==> config.mk <==
export PLATFORM = sky130hd
export DESIGN_NAME = signed_int_to_decimal_ascii
export DESIGN_NICKNAME = d
export VERILOG_FILES = /design/src/rtl/core/sitda_pkg.sv /design/src/rtl/core/sitda_datapath.sv /design/src/rtl/core/sitda_ctrl.sv /design/src/rtl/core/signed_int_to_decimal_ascii.sv
export SDC_FILE = /design/constraint.sdc
export NUM_CORES = 1
export LEC_CHECK = 0
export BUFFER_PORTS_ARGS = -buffer_cell sky130_fd_sc_hd__clkbuf_2
export CAP_MARGIN = 40
export CORE_AREA = 2 2 207 260
export CTS_BUF_LIST = sky130_fd_sc_hd__clkbuf_4
export DETAILED_ROUTE_END_ITERATION = 6
export DIE_AREA = 0 0 209 262
export GPL_ROUTABILITY_DRIVEN = 0
export SYNTH_ARGS = -nofsm -noshare
export SYNTH_HDL_FRONTEND = slang
export SYNTH_SLANG_ARGS = --single-unit
==> constraint.sdc <==
create_clock -name clk_i -period 9.7 [get_ports clk_i]
set_input_delay 0.485 -clock clk_i [delete_from_list [all_inputs] [get_ports clk_i]]
set_output_delay 0.485 -clock clk_i [all_outputs]
set_load 0.01 [all_outputs]
==> src/rtl/core/sitda_pkg.sv <==
// Shared constants and control types for the signed integer to decimal text block.
package sitda_pkg;

  // Width of the integer taken from the input word (8..64).
  localparam int ValueWidth  = 64;
  // Magnitude bits shifted into the BCD register in each conversion cycle.
  localparam int BitsPerStep = 4;
  localparam int StepCount   = (ValueWidth + BitsPerStep - 1) / BitsPerStep;
  localparam int MagWidth    = StepCount * BitsPerStep;
  // Decimal digits that always cover a magnitude of up to 2^(ValueWidth-1).
  localparam int DigitCount  = (ValueWidth * 77) / 256 + 1;
  localparam int BcdWidth    = DigitCount * 4;
  localparam int StepCntW    = $clog2(StepCount + 1);
  localparam int DigitCntW   = $clog2(DigitCount + 1);

  localparam logic [7:0] DigitBase = 8'd48;
  localparam logic [7:0] MinusSign = 8'd45;

  typedef enum logic [2:0] {
    StIdle,
    StConv,
    StSkip,
    StSign,
    StEmit
  } state_e;

  typedef struct packed {
    logic load;
    logic convert;
    logic skip;
    logic shift;
    logic emit_sign;
  } cmd_t;

  typedef struct packed {
    logic conv_done;
    logic top_zero;
    logic one_left;
    logic negative;
  } status_t;

endpackage

==> src/rtl/core/sitda_datapath.sv <==
// Datapath: magnitude, shift-add-3 BCD conversion, leading zero drop and character output.
module sitda_datapath (
  input  logic                   clk_i,
  input  logic                   rst_ni,
  input  logic [63:0]            value_i,
  input  sitda_pkg::cmd_t        cmd_i,
  output sitda_pkg::status_t     status_o,
  output logic [7:0]             character_o,
  output logic                   last_o
);

  localparam int W  = sitda_pkg::ValueWidth;
  localparam int MW = sitda_pkg::MagWidth;
  localparam int BW = sitda_pkg::BcdWidth;

  logic [MW-1:0]                    mag_q, mag_d;
  logic [BW-1:0]                    bcd_q, bcd_d;
  logic                             neg_q, neg_d;
  logic [sitda_pkg::StepCntW-1:0]   step_q, step_d;
  logic [sitda_pkg::DigitCntW-1:0]  dig_q, dig_d;

  logic [W-1:0]  raw;
  logic [W-1:0]  mag_abs;
  logic [MW-1:0] mag_conv;
  logic [BW-1:0] bcd_conv;
  logic [3:0]    top_digit;

  // Take the magnitude in the value's own width; the most negative value wraps to 2^(W-1)
  assign raw     = value_i[W-1:0];
  assign mag_abs = raw[W-1] ? (~raw + {{(W-1){1'b0}}, 1'b1}) : raw;

  // Run a few shift-add-3 steps per cycle over all digits
  always_comb begin
    bcd_conv = bcd_q;
    mag_conv = mag_q;
    for (int k = 0; k < sitda_pkg::BitsPerStep; k++) begin
      for (int d = 0; d < sitda_pkg::DigitCount; d++) begin
        if (bcd_conv[d*4 +: 4] >= 4'd5) begin
          bcd_conv[d*4 +: 4] = bcd_conv[d*4 +: 4] + 4'd3;
        end
      end
      bcd_conv = {bcd_conv[BW-2:0], mag_conv[MW-1]};
      mag_conv = {mag_conv[MW-2:0], 1'b0};
    end
  end

  // Select register updates from the controller's command
  always_comb begin
    mag_d  = mag_q;
    bcd_d  = bcd_q;
    neg_d  = neg_q;
    step_d = step_q;
    dig_d  = dig_q;
    if (cmd_i.load) begin
      mag_d  = MW'(mag_abs);
      bcd_d  = '0;
      neg_d  = raw[W-1];
      step_d = '0;
      dig_d  = sitda_pkg::DigitCntW'(sitda_pkg::DigitCount);
    end else if (cmd_i.convert) begin
      mag_d  = mag_conv;
      bcd_d  = bcd_conv;
      step_d = step_q + 1'b1;
    end else if (cmd_i.skip || cmd_i.shift) begin
      bcd_d = {bcd_q[BW-5:0], 4'd0};
      dig_d = dig_q - 1'b1;
    end
  end

  // Hold the working registers
  always_ff @(posedge clk_i or negedge rst_ni) begin
    if (!rst_ni) begin
      step_q <= '0;
      dig_q  <= '0;
      neg_q  <= 1'b0;
    end else begin
      step_q <= step_d;
      dig_q  <= dig_d;
      neg_q  <= neg_d;
    end
  end

  always_ff @(posedge clk_i) begin
    mag_q <= mag_d;
    bcd_q <= bcd_d;
  end

  assign top_digit = bcd_q[BW-1 -: 4];

  // Report status to the controller
  assign status_o.conv_done = (step_q == sitda_pkg::StepCntW'(sitda_pkg::StepCount - 1));
  assign status_o.top_zero  = (top_digit == 4'd0);
  assign status_o.one_left  = (dig_q == sitda_pkg::DigitCntW'(1));
  assign status_o.negative  = neg_q;

  // Drive the outgoing character word
  assign character_o = cmd_i.emit_sign ? sitda_pkg::MinusSign
                                       : (sitda_pkg::DigitBase + {4'd0, top_digit});
  assign last_o      = !cmd_i.emit_sign && (dig_q == sitda_pkg::DigitCntW'(1));

endmodule

==> src/rtl/core/sitda_ctrl.sv <==
// Controller state machine: load, convert, drop leading zeros, emit sign and digits.
module sitda_ctrl (
  input  logic                clk_i,
  input  logic                rst_ni,
  input  logic                value_valid_i,
  output logic                value_ready_o,
  output logic                char_valid_o,
  input  logic                char_ready_i,
  input  sitda_pkg::status_t  status_i,
  output sitda_pkg::cmd_t     cmd_o
);

  sitda_pkg::state_e state_q, state_d;

  // Work out the next state
  always_comb begin
    state_d = state_q;
    unique case (state_q)
      sitda_pkg::StIdle: begin
        if (value_valid_i) state_d = sitda_pkg::StConv;
      end
      sitda_pkg::StConv: begin
        if (status_i.conv_done) state_d = sitda_pkg::StSkip;
      end
      sitda_pkg::StSkip: begin
        if (!status_i.top_zero || status_i.one_left) begin
          state_d = status_i.negative ? sitda_pkg::StSign : sitda_pkg::StEmit;
        end
      end
      sitda_pkg::StSign: begin
        if (char_ready_i) state_d = sitda_pkg::StEmit;
      end
      sitda_pkg::StEmit: begin
        if (char_ready_i && status_i.one_left) state_d = sitda_pkg::StIdle;
      end
      default: state_d = sitda_pkg::StIdle;
    endcase
  end

  // Drive handshakes and datapath commands
  always_comb begin
    value_ready_o   = 1'b0;
    char_valid_o    = 1'b0;
    cmd_o           = '0;
    unique case (state_q)
      sitda_pkg::StIdle: begin
        value_ready_o = 1'b1;
        cmd_o.load    = value_valid_i;
      end
      sitda_pkg::StConv: begin
        cmd_o.convert = 1'b1;
      end
      sitda_pkg::StSkip: begin
        cmd_o.skip = status_i.top_zero && !status_i.one_left;
      end
      sitda_pkg::StSign: begin
        char_valid_o    = 1'b1;
        cmd_o.emit_sign = 1'b1;
      end
      sitda_pkg::StEmit: begin
        char_valid_o = 1'b1;
        cmd_o.shift  = char_ready_i;
      end
      default: begin
        cmd_o = '0;
      end
    endcase
  end

  // Hold the state
  always_ff @(posedge clk_i or negedge rst_ni) begin
    if (!rst_ni) begin
      state_q <= sitda_pkg::StIdle;
    end else begin
      state_q <= state_d;
    end
  end

endmodule

==> src/rtl/core/signed_int_to_decimal_ascii.sv <==
// Sequence: a word is loaded as it is taken, then converted by shift-add-3 steps, and its
//   leading zeros are dropped before the first character (the sign, if negative) is offered.
// Throughput: one number at a time; characters leave at one per cycle while char_ready_i
//   is high, and a new word is taken only once the last character of a number has left.
// Reset: rst_ni clears the controller to idle and drops any number in progress.
module signed_int_to_decimal_ascii (
  input  logic        clk_i,
  input  logic        rst_ni,
  input  logic        value_valid_i,
  output logic        value_ready_o,
  input  logic [63:0] value_i,
  output logic        char_valid_o,
  input  logic        char_ready_i,
  output logic [7:0]  character_o,
  output logic        last_o
);

  sitda_pkg::cmd_t    cmd;
  sitda_pkg::status_t status;

  // Sequence the conversion and output words
  sitda_ctrl u_ctrl (
    .clk_i         (clk_i),
    .rst_ni        (rst_ni),
    .value_valid_i (value_valid_i),
    .value_ready_o (value_ready_o),
    .char_valid_o  (char_valid_o),
    .char_ready_i  (char_ready_i),
    .status_i      (status),
    .cmd_o         (cmd)
  );

  // Convert and shift out digits
  sitda_datapath u_datapath (
    .clk_i       (clk_i),
    .rst_ni      (rst_ni),
    .value_i     (value_i),
    .cmd_i       (cmd),
    .status_o    (status),
    .character_o (character_o),
    .last_o      (last_o)
  );

endmodule
; Word level (Yosys, flattened, before mapping)
; Index checks and enable logic that the tools add are counted.
[classes]
n_lt_le_gt_ge = 80
add_sub_neg = 84
n_bitwise = 1
n_eq_ne = 12
reduce_logical = 16
mux = 105
[op_table]
columns = op, n
row1 = $ge A4 B3 Y1 const B, 80
row2 = $add A4 B2 Y4 const B, 76
row3 = $mux W4, 76
row4 = $mux W64, 3
row5 = $mux W80, 2
row6 = $add A64 B1 Y64 const B, 1
row7 = $not A64 Y64, 1
row8 = $mux W3, 10
row9 = $mux W5, 5
row10 = $pmux W3 S5, 1
row11 = $add A3 B2 Y3 const B, 4
row12 = $mux W8, 1
row13 = $add A6 B4 Y7 const A, 1
row14 = $mux W1, 7
row15 = $eq A3 B2 Y1 const B, 2
row16 = $ne A2 B1 Y1 const B, 3
row17 = $ne A2 B2 Y1 const B, 3
row18 = $reduce_bool A2 Y1, 3
row19 = $add A5 B1 Y5 const B, 1
row20 = $eq A5 B1 Y1 const B, 1
row21 = $eq A5 B4 Y1 const B, 1
row22 = $reduce_and A5 Y1, 1
row23 = $sub A5 B1 Y5 const B, 1
row24 = $logic_not A4 Y1, 1
row25 = 8 further kinds, 13
[totals]
regBits = 158
wordCells = 304
out_inout_bits = 11

; Longest topological paths before layout
; Gate-level depths: netlist of the first run.
[depth]
depth_word = 9
mapped_depth = 20
ltp_nobuf = 20

; Hierarchy
; A second synthesis of the first run with hierarchy kept.
[unflattened]
hier_cells = 2154
area_unflattened_um2 = 16248.1
[by_module_without_submodules]
columns = module, seq_area_each_um2, area_per_inst_um2, instances, cells_per_inst
row1 = sitda_datapath, 3798.6, 16002.8, 1, 2127
row2 = sitda_ctrl, 75.1, 245.2, 1, 27

; Least setup slack after synthesis of the first run
; Ideal clock, no wire load.
[synth_timing]
path_kind = register to register
startpoint = register u_ctrl.state_q[2]
endpoint = register u_datapath.mag_q[0] (enable)
setup_time_ns = 0.453
n_path_buf = 3
period_less_slack_ns = 3.950
stages_incl_launch_ff = 7
setup_slack_ns = 5.750
t_required_ns = 9.247
arrival_time_ns = 3.496
path_cell_list = dfrtp_1 > clkbuf_1 > nor3_1 > nand2_1 > clkbuf_1 > nand2_1 > clkbuf_1
[synth_via]
elab_chain_len = 3
word_cells_on_any_way = 5
classes_between = eq/ne (1) / mux (2) / reduce/logical (2)
[synth_lines]
columns = element, line_no
row1 = "start, declared", sitda_ctrl.sv:13  ; sitda_pkg::state_e state_q, state_d;
row2 = "start signal, assigned", sitda_ctrl.sv:73  ; state_q <= sitda_pkg::StIdle;
row3 = "start signal, assigned", sitda_ctrl.sv:75  ; state_q <= state_d;
row4 = $eq A3 B1 Y1 / $logic_not A3 Y1 (equally long branches), sitda_ctrl.sv:45  ; unique case (state_q)
row5 = $mux W1, sitda_ctrl.sv:45
row6 = $reduce_bool A2 Y1 (no source line) *, --
row7 = "end signal, assigned", sitda_datapath.sv:84  ; mag_q <= mag_d;
row8 = "end, declared", sitda_datapath.sv:16  ; logic [MW-1:0] mag_q, mag_d;
; Mark *: on every way between the ends. The rest lies on a longest branch, timed or not.
; A chain may end at the register's enable or synchronous reset.

; Worst setup path after layout of the first run
[layout_timing]
startpoint = register u_datapath.bcd_q[1]
endpoint = register u_datapath.bcd_q[7]
[layout_via]
elab_chain_len = 9
word_cells_on_any_way = 19
classes_between = add/sub (6) / order compare (6) / mux (7)
[layout_lines]
columns = element, line_no
row1 = "start, declared", sitda_datapath.sv:17  ; logic [BW-1:0] bcd_q, bcd_d;
row2 = "start signal, assigned", sitda_datapath.sv:85  ; bcd_q <= bcd_d;
row3 = $add A4 B2 Y4 / $ge A4 B3 Y1 (equally long branches), "sitda_datapath.sv:39, sitda_datapath.sv:38"
row4 = $mux W4 *, sitda_datapath.sv:38  ; if (bcd_conv[d*4 +: 4] >= 4'd5) begin
row5 = $add A4 B2 Y4 / $ge A4 B3 Y1 (equally long branches), "sitda_datapath.sv:39, sitda_datapath.sv:38"
row6 = $mux W4, sitda_datapath.sv:38
row7 = $add A4 B2 Y4 / $ge A4 B3 Y1 (equally long branches), "sitda_datapath.sv:39, sitda_datapath.sv:38"
row8 = $mux W4, sitda_datapath.sv:38
row9 = $add A4 B2 Y4 / $ge A4 B3 Y1 (equally long branches), "sitda_datapath.sv:39, sitda_datapath.sv:38"
row10 = $mux W4 *, sitda_datapath.sv:38
row11 = $mux W80 *, sitda_datapath.sv:60  ; end else if (cmd_i.convert) begin
; Marks and branches as above.

==> results.py, run 1 <==
metrics = {
    "sta": {
        "finalCriticalPeriod_ns": 4.07,
        "max-slew-margin-rel": 0.406,
        "fin_skew_ns": 0.0264,
        "fin_crit_sh": 0.420,
        "hold_viol_final": 0,
        "rsz0062_at_grt": "no",
        "hold-worst-slack_ns": 0.126,
        "slew_violations": 0,
        "setup_ws_ns": 5.63,
        "fin_tns_setup_ns": 0,
        "worst-slew-pin-transition_ns": 0.891,
        "max_freq_ghz": 0.245,
        "setup_viol": 0,
    },
    "cts": {
        "root_buffer": "clkbuf_4",
        "clkTransAtPathRegs_ns": 0.13,
        "htreeDepth": 4,
        "clockBufferDepth": 2,
        "clk_latency_ns": 0.61,
        "tritoncts": "built",
        "numCtsBuffers": 17,
        "cts.sinks": 158,
        "cts_resized": 0,
    },
    "drt": {
        "drtIter0Drc": 706,
        "ant_nets": 0,
        "detail_route.wl_per_cell_um": 14.2,
        "routed_via_density": 5.30,
        "drc": 4,
        "dr.pass1.iters": 7,
        "routed_wl_mm": 38.8,
        "num_vias": 14500,
    },
    "yosys": {
        "synth_area_mm2": 0.0156,
        "synth_xor_area_frac": 0.0753,
        "ys_dominant_reg_cell": "dfxtp_1",
        "syn-instance-count": 2008,
        "synth_top_family_by_area": "compound AO/OA/AOI/OAI gates",
        "ys_seq_area_frac": 0.248,
        "syn_avg_cell_area_um2": 7.77,
        "yosys.cell_types.count": 79,
        "synthAdderAreaFrac": 0.0690,
        "synth_compound_area_frac": 0.276,
        "synth_edf_count": 64,
        "synth_warnings": 0,
        "ys_ff_latch": 158,
        "async_flop_share": 0.0886,
        "synthSimpleGateAreaFrac": 0.182,
        "muxShareOfSynthArea": 0.101,
    },
    "critical_path": {
        "startpoint_type": "flop",
        "required_ns": 10.23,
        "slowest_delay_ns": 0.67,
        "critical_path_class": "reg2reg",
        "arrival_ns": 4.61,
        "cp_cell_sequence": "inv_1 > ha_1 > nand2b_1 > a21oi_1 > mux2i_1 > o21ai_1 > xnor2_1 > inv_1 > ha_1 > o21a_1 > o32ai_1 > nand2_1 > mux2_2 > a21oi_1",
        "crit_fanout": 10,
        "r2r_end": "u_datapath.bcd_q[7]$_SDFFE_PP0P_",
        "ff2ff_setup_slack_ns": 5.63,
        "reg2reg_depth": 14,
        "crit_start": "u_datapath.bcd_q[1]$_SDFFE_PP0P_",
        "reg2reg_from": "u_datapath.bcd_q[1]$_SDFFE_PP0P_",
        "endpoint_kind": "flop",
        "critPathSlowestCell": "mux2i_1",
    },
    "layout": {
        "areaGrowthSynthToFinish_pct": 9.02,
        "mostFrequentLayoutCells": "o21ai_0, a21oi_1, nand2_1",
        "multiInputGateArea_mm2": 0.0110,
        "drive_above_1_share": 0.107,
        "nets": 2198,
        "regArea_mm2": 0.00387,
        "layout_commonest_cell": "o21ai_0",
        "fillers": 5486,
        "stdcell_area_mm2": 0.0170,
    },
    "run": {
        "cap_viol_max_count": 0,
    },
    "status": {
        "outcome": "finished with violations",
        "violations": "design-rule violations",
    },
    "floorplanning": {
        "die_w_um": 209,
        "core_area_mm2": 0.0523,
        "io_pins": 79,
        "fp.dieH_um": 262,
        "start_util": 0.298,
        "rows": 94,
        "die_area_mm2": 0.0548,
    },
    "placement": {
        "dp_hpwl_mm": 28.2,
        "port_buffers": 75,
        "pre_cts_ws_ns": 5.71,
        "place_area_mm2": 0.0167,
    },
    "grt": {
        "grt_max_degree": 84,
        "grt_use_total": 0.140,
        "grt.overflow.total": 0,
        "antenna_found_initial": 1,
        "grt_pass1_vias": 14000,
        "grt_pass1_wl_mm": 65.2,
    },
    "hold_path": {
        "hp-start": "char_ready_i",
        "hold_path_class": "in2reg",
        "whs_endpoint": "u_ctrl.state_q[0]$_DFFE_PN0P_",
        "holdPathStages": 2,
    },
}
logic make-up after synthesis:
| logic type | after synthesis |
|---|---|
| simple gates | 574 |
| mux | 151 |
| xor+xnor | 134 |
| fa+ha+maj | 86 |
| flops | 158 |
| other cells | 2 |
| compound gates | 707 |
| buf+inv | 196 |
synthesized netlist by cell type (4+ instances only):
cell type,count,area (um^2)
nor4_1,7,43.8
xnor2_1,58,508
buf_1,8,30.0
o32ai_1,5,43.8
o311ai_1,4,35.0
mux2_2,50,563
nor3b_1,39,293
nand2b_1,40,250
a21boi_0,6,45.0
nand4_1,4,25.0
or3_1,7,43.8
a21oi_1,186,931
a21o_1,18,135
dfrtp_1,14,350
clkbuf_1,63,236
nand3_1,30,150
inv_1,121,454
a211oi_1,34,255
o21ai_1,32,160
o21a_1,14,105
mux2i_1,101,1010
o31ai_1,13,97.6
and3_1,10,62.6
dfxtp_1,80,1600
or4_1,9,67.6
edfxtp_1,64,1920
a31o_2,11,96.3
nor2_1,133,499
a221oi_1,19,166
nor3_1,30,150
o21bai_1,13,97.6
nand2_1,186,698
ha_1,86,1080
o41ai_1,11,96.3
o22a_1,8,70.1
o22ai_1,25,156
xor2_1,76,666
o211ai_1,8,60.1
nor2b_1,29,181
and2_1,17,106
o31ai_2,6,75.1
o21ai_0,214,1070
a31oi_1,46,288
or2_2,13,81.3
state kept, by name, indices dropped and copies added (netlist names):
signal,count
u_datapath.dig_q,5
u_datapath.bcd_q,80
u_datapath.step_q,5
u_datapath.mag_q,64
u_ctrl.state_q,3
u_datapath.neg_q,1
layout make-up:
cell class                      instances  share of cell area
Multi-Input combinational cell       1655               0.648
Sequential cell                       158               0.228
Tap cell                              672              0.0495
Timing Repair Buffer                   90              0.0311
Inverter                              122              0.0269
Clock inverter                         14             0.00846
Clock buffer                           18             0.00795
Antenna cell                            4            0.000589
per-stage QoR:
stage | util | std cells
6_report | 0.325 | 2733
5_1_grt | 0.325 | 2733
4_1_cts | 0.325 | 2728
3_5_place_dp | 0.319 | 2695
3_3_place_gp | 0.318 | 2692
2_1_floorplan | - | 2009
worst max-delay path, delay by kind of cell, from the launching register on:
kind | cells | cell delay, ns
AO/OA/AOI/OAI | 5 | 1.36
XOR/XNOR | 1 | 0.35
adder cells (fa/ha/maj) | 2 | 0.44
buffers and inverters | 2 | 0.29
flip-flops | 1 | 0.39
multiplexers | 2 | 0.95
AND/OR/NAND/NOR | 2 | 0.23
layer usage:
metal | global-route usage | vias up | wire [um]
met5 | 0 | - | 0
met4 | 0.0345 | 0 | 493
met3 | 0.0232 | 31 | 1390
met2 | 0.268 | 238 | 19800
met1 | 0.161 | 6812 | 17100
li1 | - | 7417 | -
what timing repair did:
item	in CTS	in global routing
hold buffers	1	0
setup buffers	0	0
endpoints found under the hold margin	14	0
worst max-delay path by stage:
stage | depth (start not counted) | slack [ns] | to
after detailed placement | 19 | 5.71 | u_datapath.bcd_q[78]$_SDFFE_PP0P_
after CTS | 14 | 5.65 | u_datapath.bcd_q[7]$_SDFFE_PP0P_
after floorplan | 6 | 5.75 | u_datapath.mag_q[0]$_SDFFCE_PN0P_
after global placement | 19 | 5.84 | u_datapath.bcd_q[77]$_SDFFE_PP0P_
after global routing | 14 | 5.11 | u_datapath.bcd_q[6]$_SDFFE_PP0P_
final | 14 | 5.63 | u_datapath.bcd_q[7]$_SDFFE_PP0P_
Power of run 1 is left out: the tool's default activity adds up to more than one toggle a clock period on the data nets, which glitch-free logic cannot reach.
==> inputs of run 2 (changes only) <==
Clock period 9.7 ns to 3.35 ns, I/O delays scaled along.
==> run 2 against run 1 <==
The run now ends clean. Final cell count is 7.3% higher. Clock-buffer cell count is 1 higher. Routed wire length is 8.3% higher. Critical path type is now in2reg. Critical path depth is 2 lower. Highest routed layer unchanged. Design area is 17% higher. Utilization is 5.4 points higher. Hold slack worse by 0.095 ns. Global-route usage is 0.63 points higher. Via count is 7.4% higher. Register-to-register slack worse by 5.5 ns. Sequential share of layout area is 2.9 points lower. Clock skew hardly changed. Largest cell class unchanged.
==> results.py, run 2 (same netlist as run 1, synthesis figures left out) <==
metrics = {
    "floorplanning": {
        "start_util": 0.298,
        "rows": 94,
        "die_area_mm2": 0.0548,
        "die_w_um": 209,
        "io_pins": 79,
        "fp.dieH_um": 262,
        "core_area_mm2": 0.0523,
    },
    "layout": {
        "fillers": 5216,
        "largest-register": "u_datapath.bcd_q",
        "reg_top3": "u_datapath.bcd_q x80, u_datapath.mag_q x64",
        "layout_commonest_cell": "o21ai_0",
        "regArea_mm2": 0.00393,
        "stdcell_area_mm2": 0.0198,
        "multiInputGateArea_mm2": 0.0120,
        "nets": 2400,
        "mostFrequentLayoutCells": "o21ai_0, nand2_1, a21oi_1",
        "areaGrowthSynthToFinish_pct": 27.2,
        "largest_register_ffs": 80,
        "drive_above_1_share": 0.252,
    },
    "hold_path": {
        "hold_path_class": "in2reg",
        "holdPathStages": 3,
        "hp-start": "value_i[58]",
        "whs_endpoint": "u_datapath.mag_q[58]$_DFFE_PP_",
    },
    "cts": {
        "clkTransAtPathRegs_ns": 0.16,
        "numCtsBuffers": 17,
        "root_buffer": "clkbuf_4",
        "clk_latency_ns": 0.63,
        "cts.sinks": 158,
        "tritoncts": "built",
        "clockBufferDepth": 2,
        "htreeDepth": 4,
    },
    "drt": {
        "dr.pass1.iters": 5,
        "wl_met1_mm": 18.2,
        "routed.top_layer": "met4",
        "detail_route.wl_per_cell_um": 14.3,
        "ant_nets": 0,
        "drc": 0,
        "routed_wl_mm": 42.0,
        "drtIter0Drc": 710,
        "route.met3.wl_mm": 1.20,
        "routed_via_density": 5.31,
        "num_vias": 15600,
        "wl_met2_mm": 21.7,
    },
    "sta": {
        "finalCriticalPeriod_ns": 3.28,
        "max_freq_ghz": 0.305,
        "setup_viol": 0,
        "slew_violations": 0,
        "hold_viol_final": 0,
        "fin_skew_ns": 0.0266,
        "max-slew-margin-rel": 0.516,
        "rsz0062_at_grt": "yes",
        "worst-slew-pin-transition_ns": 0.727,
        "fin_crit_sh": 0.979,
    },
    "placement": {
        "place_area_mm2": 0.0176,
        "port_buffers": 75,
        "dp_hpwl_mm": 29.8,
    },
    "grt": {
        "grt_use_total": 0.146,
        "grt_max_degree": 73,
        "grt_pass1_wl_mm": 68.1,
        "grt_pass1_vias": 14800,
        "grt.overflow.total": 0,
        "antenna_found_initial": 1,
    },
    "critical_path": {
        "required_ns": 3.73,
        "startpoint_type": "input port",
        "critical_path_class": "in2reg",
        "reg2reg_from": "u_datapath.bcd_q[61]$_SDFFE_PP0P_",
        "endpoint_kind": "flop",
        "reg2reg_depth": 16,
        "crit_fanout": 6,
        "arrival_ns": 3.66,
        "ff2ff_setup_slack_ns": 0.09,
        "r2r_end": "u_datapath.bcd_q[64]$_SDFFE_PP0P_",
    },
    "run": {
        "cap_viol_max_count": 0,
    },
    "status": {
        "outcome": "completed",
    },
}
[run 2: cell count changes in the layout (fill, tap and decap cells not counted), sizes merged]
cell / delta
diode: -2
buf: +145
bufinv: +1
clkinvlp: -2
dlygate4sd3: +58
[run 2: repair_timing]
| item | in CTS | in global routing |
|---|---|---|
| endpoints found under the hold margin | 72 | 0 |
| cloned | 0 | 0 |
| setup buffers | 5 | 30 |
| pin swaps | 9 | 56 |
| endpoints found under the setup margin | 28 | 72 |
| hold buffers | 59 | 0 |
| resized for setup | 47 | 224 |
[run 2: cell type report]
type	instances	share of cell area
flip-flops and latches	158	0.198
inverters	122	0.0236
clock buffers	19	0.00719
diodes	2	0.000252
repair buffers	292	0.114
well taps	672	0.0424
clock inverters	13	0.00833
multi-input cells	1655	0.606
[run 2: worst max path at each step]
stage	startpoint	endpoint	cells past startpoint
final	value_i[14]	u_datapath.mag_q[57]$_DFFE_PP_	12
after global routing	u_datapath.bcd_q[33]$_SDFFE_PP0P_	u_datapath.bcd_q[38]$_SDFFE_PP0P_	17
after CTS	u_datapath.bcd_q[32]$_SDFFE_PP0P_	u_datapath.bcd_q[38]$_SDFFE_PP0P_	17
after detailed placement	u_datapath.bcd_q[73]$_SDFFE_PP0P_	u_datapath.bcd_q[77]$_SDFFE_PP0P_	16
after global placement	u_datapath.bcd_q[76]$_SDFFE_PP0P_	u_datapath.bcd_q[77]$_SDFFE_PP0P_	18
after floorplan	u_datapath.bcd_q[1]$_SDFFE_PP0P_	u_datapath.bcd_q[7]$_SDFFE_PP0P_	14
[run 2: critical path, stage by stage]
cell and delay (ns):
dlygate4sd3_1 0.55, clkbuf_2 0.15, or4_4 0.55, or4b_4 0.51, nor4_4 0.25, nand4_1 0.17, or4_4 0.47, nor2_2 0.15
nand2_2 0.15, o31ai_2 0.24, xor2_1 0.21, o21ai_1 0.08
[run 2: metrics by stage]
stage                     instances  setup TNS (ns)  hold slack, ns  utilization  setup WS (ns)
after floorplan                2009               0          -0.128            -         0.0234
after global placement         2805               0          0.0895        0.336         0.0333
after detailed placement       2805          -0.525          0.0917        0.336        -0.0646
after CTS                      2901         -0.0276        0.000105        0.357        -0.0276
after global routing           2932          -0.651          0.0136        0.379        -0.0755
final                          2933               0          0.0307        0.379         0.0705
[run 2: routing by layer]
| layer | track usage | vias to the layer above |
|---|---|---|
| met4 | 0.0425 | 0 |
| met5 | 0 | - |
| met1 | 0.170 | 7406 |
| li1 | - | 7837 |
| met2 | 0.278 | 256 |
| met3 | 0.0219 | 71 |
Power of run 2 is left out for the same reason.
==> inputs of run 3 (changes only) <==
Settings changed: CTS_BUF_LIST sky130_fd_sc_hd__clkbuf_4 to unset, PLACE_DENSITY set to 0.45.
==> run 3 against run 2 <==
Design area shrank 0.61%. Sequential cell count is the same. Routed wire length grew 2.4%. Clock-buffer cell count shrank 2. Critical path depth grew 6. Final cell count shrank 0.61%. Die area is the same. Hold slack gained 0.019 ns. Via count shrank 2.6%. Non-clock buffer count shrank 16. Sequential share of layout area is essentially flat. Worst setup slack gained 0.078 ns. Critical endpoint is now u_datapath.bcd_q[78]$_SDFFE_PP0P_. Largest cell class unchanged. Highest routed layer unchanged.
==> results.py, run 3 (same netlist as run 1, synthesis figures left out) <==
metrics = {
    "sta": {
        "hold_viol_final": 0,
        "max_freq_ghz": 0.312,
        "fin_tns_setup_ns": 0,
        "rsz0062_at_grt": "yes",
        "worst-slew-pin-transition_ns": 0.773,
        "setup_viol": 0,
        "finalCriticalPeriod_ns": 3.20,
        "fin_crit_sh": 0.956,
        "slew_violations": 0,
        "fin_skew_ns": 0.0129,
        "max-slew-margin-rel": 0.480,
        "hold-worst-slack_ns": 0.0493,
    },
    "cts": {
        "htreeDepth": 4,
        "clkTransAtPathRegs_ns": 0.07,
        "cts.sinks": 158,
        "clk_latency_ns": 0.48,
        "tritoncts": "built",
        "clockBufferDepth": 2,
        "numCtsBuffers": 17,
        "root_buffer": "clkbuf_16",
    },
    "drt": {
        "detail_route.wl_per_cell_um": 14.8,
        "routed_wl_mm": 43.0,
        "dr.pass1.iters": 5,
        "drtIter0Drc": 604,
        "routed_via_density": 5.20,
        "ant_nets": 0,
        "num_vias": 15200,
        "drc": 0,
    },
    "critical_path": {
        "slowest_delay_ns": 0.37,
        "crit_fanout": 5,
        "critPathSlowestCell": "dfxtp_4",
        "crit_buf_inv": 3,
        "critical_path_class": "reg2reg",
        "endpoint_kind": "flop",
        "arrival_ns": 3.57,
        "cp_top_family": "compound AO/OA/AOI/OAI gates",
        "required_ns": 3.72,
        "startpoint_type": "flop",
        "cp_cell_sequence": "inv_6 > ha_2 > nand2b_4 > a21oi_4 > mux2_4 > buf_4 > and2_4 > o22a_1 > nor2_2 > nor2_2 > xnor2_2 > inv_1 > ha_4 > nand2b_4 > a311oi_4 > nor2_1 > a21oi_1 > o21a_1",
    },
    "layout": {
        "diodes": 0,
        "final_util": 0.377,
        "mostFrequentLayoutCells": "buf_4, o21ai_0, nand2_1",
        "nets": 2384,
        "drive_above_1_share": 0.262,
        "largest_register_ffs": 80,
        "largest-register": "u_datapath.bcd_q",
        "reg_top3": "u_datapath.bcd_q x80, u_datapath.mag_q x64",
        "stdcell_area_mm2": 0.0197,
        "layout_commonest_cell": "buf_4",
        "areaGrowthSynthToFinish_pct": 26.4,
    },
    "placement": {
        "port_buffers": 75,
        "place_area_mm2": 0.0180,
        "dp_hpwl_mm": 31.8,
    },
    "run": {
        "cap_viol_max_count": 0,
    },
    "floorplanning": {
        "rows": 94,
        "core_area_mm2": 0.0523,
        "io_pins": 79,
        "start_util": 0.298,
        "fp.dieH_um": 262,
        "die_area_mm2": 0.0548,
        "die_w_um": 209,
    },
    "grt": {
        "grt.overflow.total": 0,
        "antenna_found_initial": 0,
        "grt_use_total": 0.155,
        "grt_pass1_vias": 14400,
        "grt_pass1_wl_mm": 69.9,
        "grt_max_degree": 87,
    },
    "hold_path": {
        "hold_path_class": "in2reg",
    },
    "status": {
        "outcome": "completed",
    },
}
[run 3: cell types whose count changed in the layout (fill, tap and decap cells not counted), sizes merged]
| cell | before | now |
|---|---|---|
| dlygate4sd3 | 59 | 2 |
| buf | 158 | 199 |
| inv | 124 | 130 |
| clkbuf | 94 | 92 |
| clkinv | 4 | 2 |
| clkinvlp | 4 | 2 |
| diode | 2 | 0 |
[run 3: path summary, 6_finish.rpt]
path	start	endpoint	slack, ns	cells after the start
max in group asynchronous	rst_ni	u_datapath.step_q[4]$_DFFE_PN0P_	2.95	2
max	u_datapath.bcd_q[73]$_SDFFE_PP0P_	u_datapath.bcd_q[78]$_SDFFE_PP0P_	0.15	18
min reg2reg	u_datapath.neg_q$_DFFE_PN0P_	u_datapath.neg_q$_DFFE_PN0P_	0.48	2
min	value_i[1]	u_datapath.mag_q[1]$_SDFFCE_PN0P_	0.05	3
max reg2reg	u_datapath.bcd_q[73]$_SDFFE_PP0P_	u_datapath.bcd_q[78]$_SDFFE_PP0P_	0.15	18
min in group asynchronous	rst_ni	u_ctrl.state_q[2]$_DFFE_PN0P_	0.13	2
[run 3: what timing repair did]
action,in CTS,in global routing
resized for setup,20,219
setup buffers,6,16
pin swaps,10,57
hold buffers,2,0
endpoints found under the setup margin,18,75
hold endpoints to repair,15,0
[run 3: layer usage]
layer	GRT usage	wire, um	vias up
met1	0.175	18300	7124
met5	0	0	-
met2	0.301	23000	197
met3	0.0233	1060	37
li1	-	-	7807
met4	0.0458	610	0
[run 3: stage by stage]
step	worst slack [ns]	cells
after CTS	-0.0124	2899
after detailed placement	-0.158	2859
after global placement	0.00800	2859
after floorplan	0.0234	2009
final	0.148	2915
after global routing	-0.0793	2915
[run 3: final cells by class]
cell class | count | area, um^2
timing repair buffer | 276 | 1960
clock buffer | 17 | 425
fill | 5405 | 32600
multi-input combinational | 1655 | 11900
tap | 672 | 841
clock inverter | 15 | 196
sequential | 158 | 3910
inverter | 122 | 468
[run 3: worst min-delay path, delay by kind of cell]
kind,cells,cell delay (ns)
multiplexers,1,0.07
buffers and inverters,1,0.10
AND/OR/NAND/NOR,1,0.08
Power of run 3 is left out for the same reason.
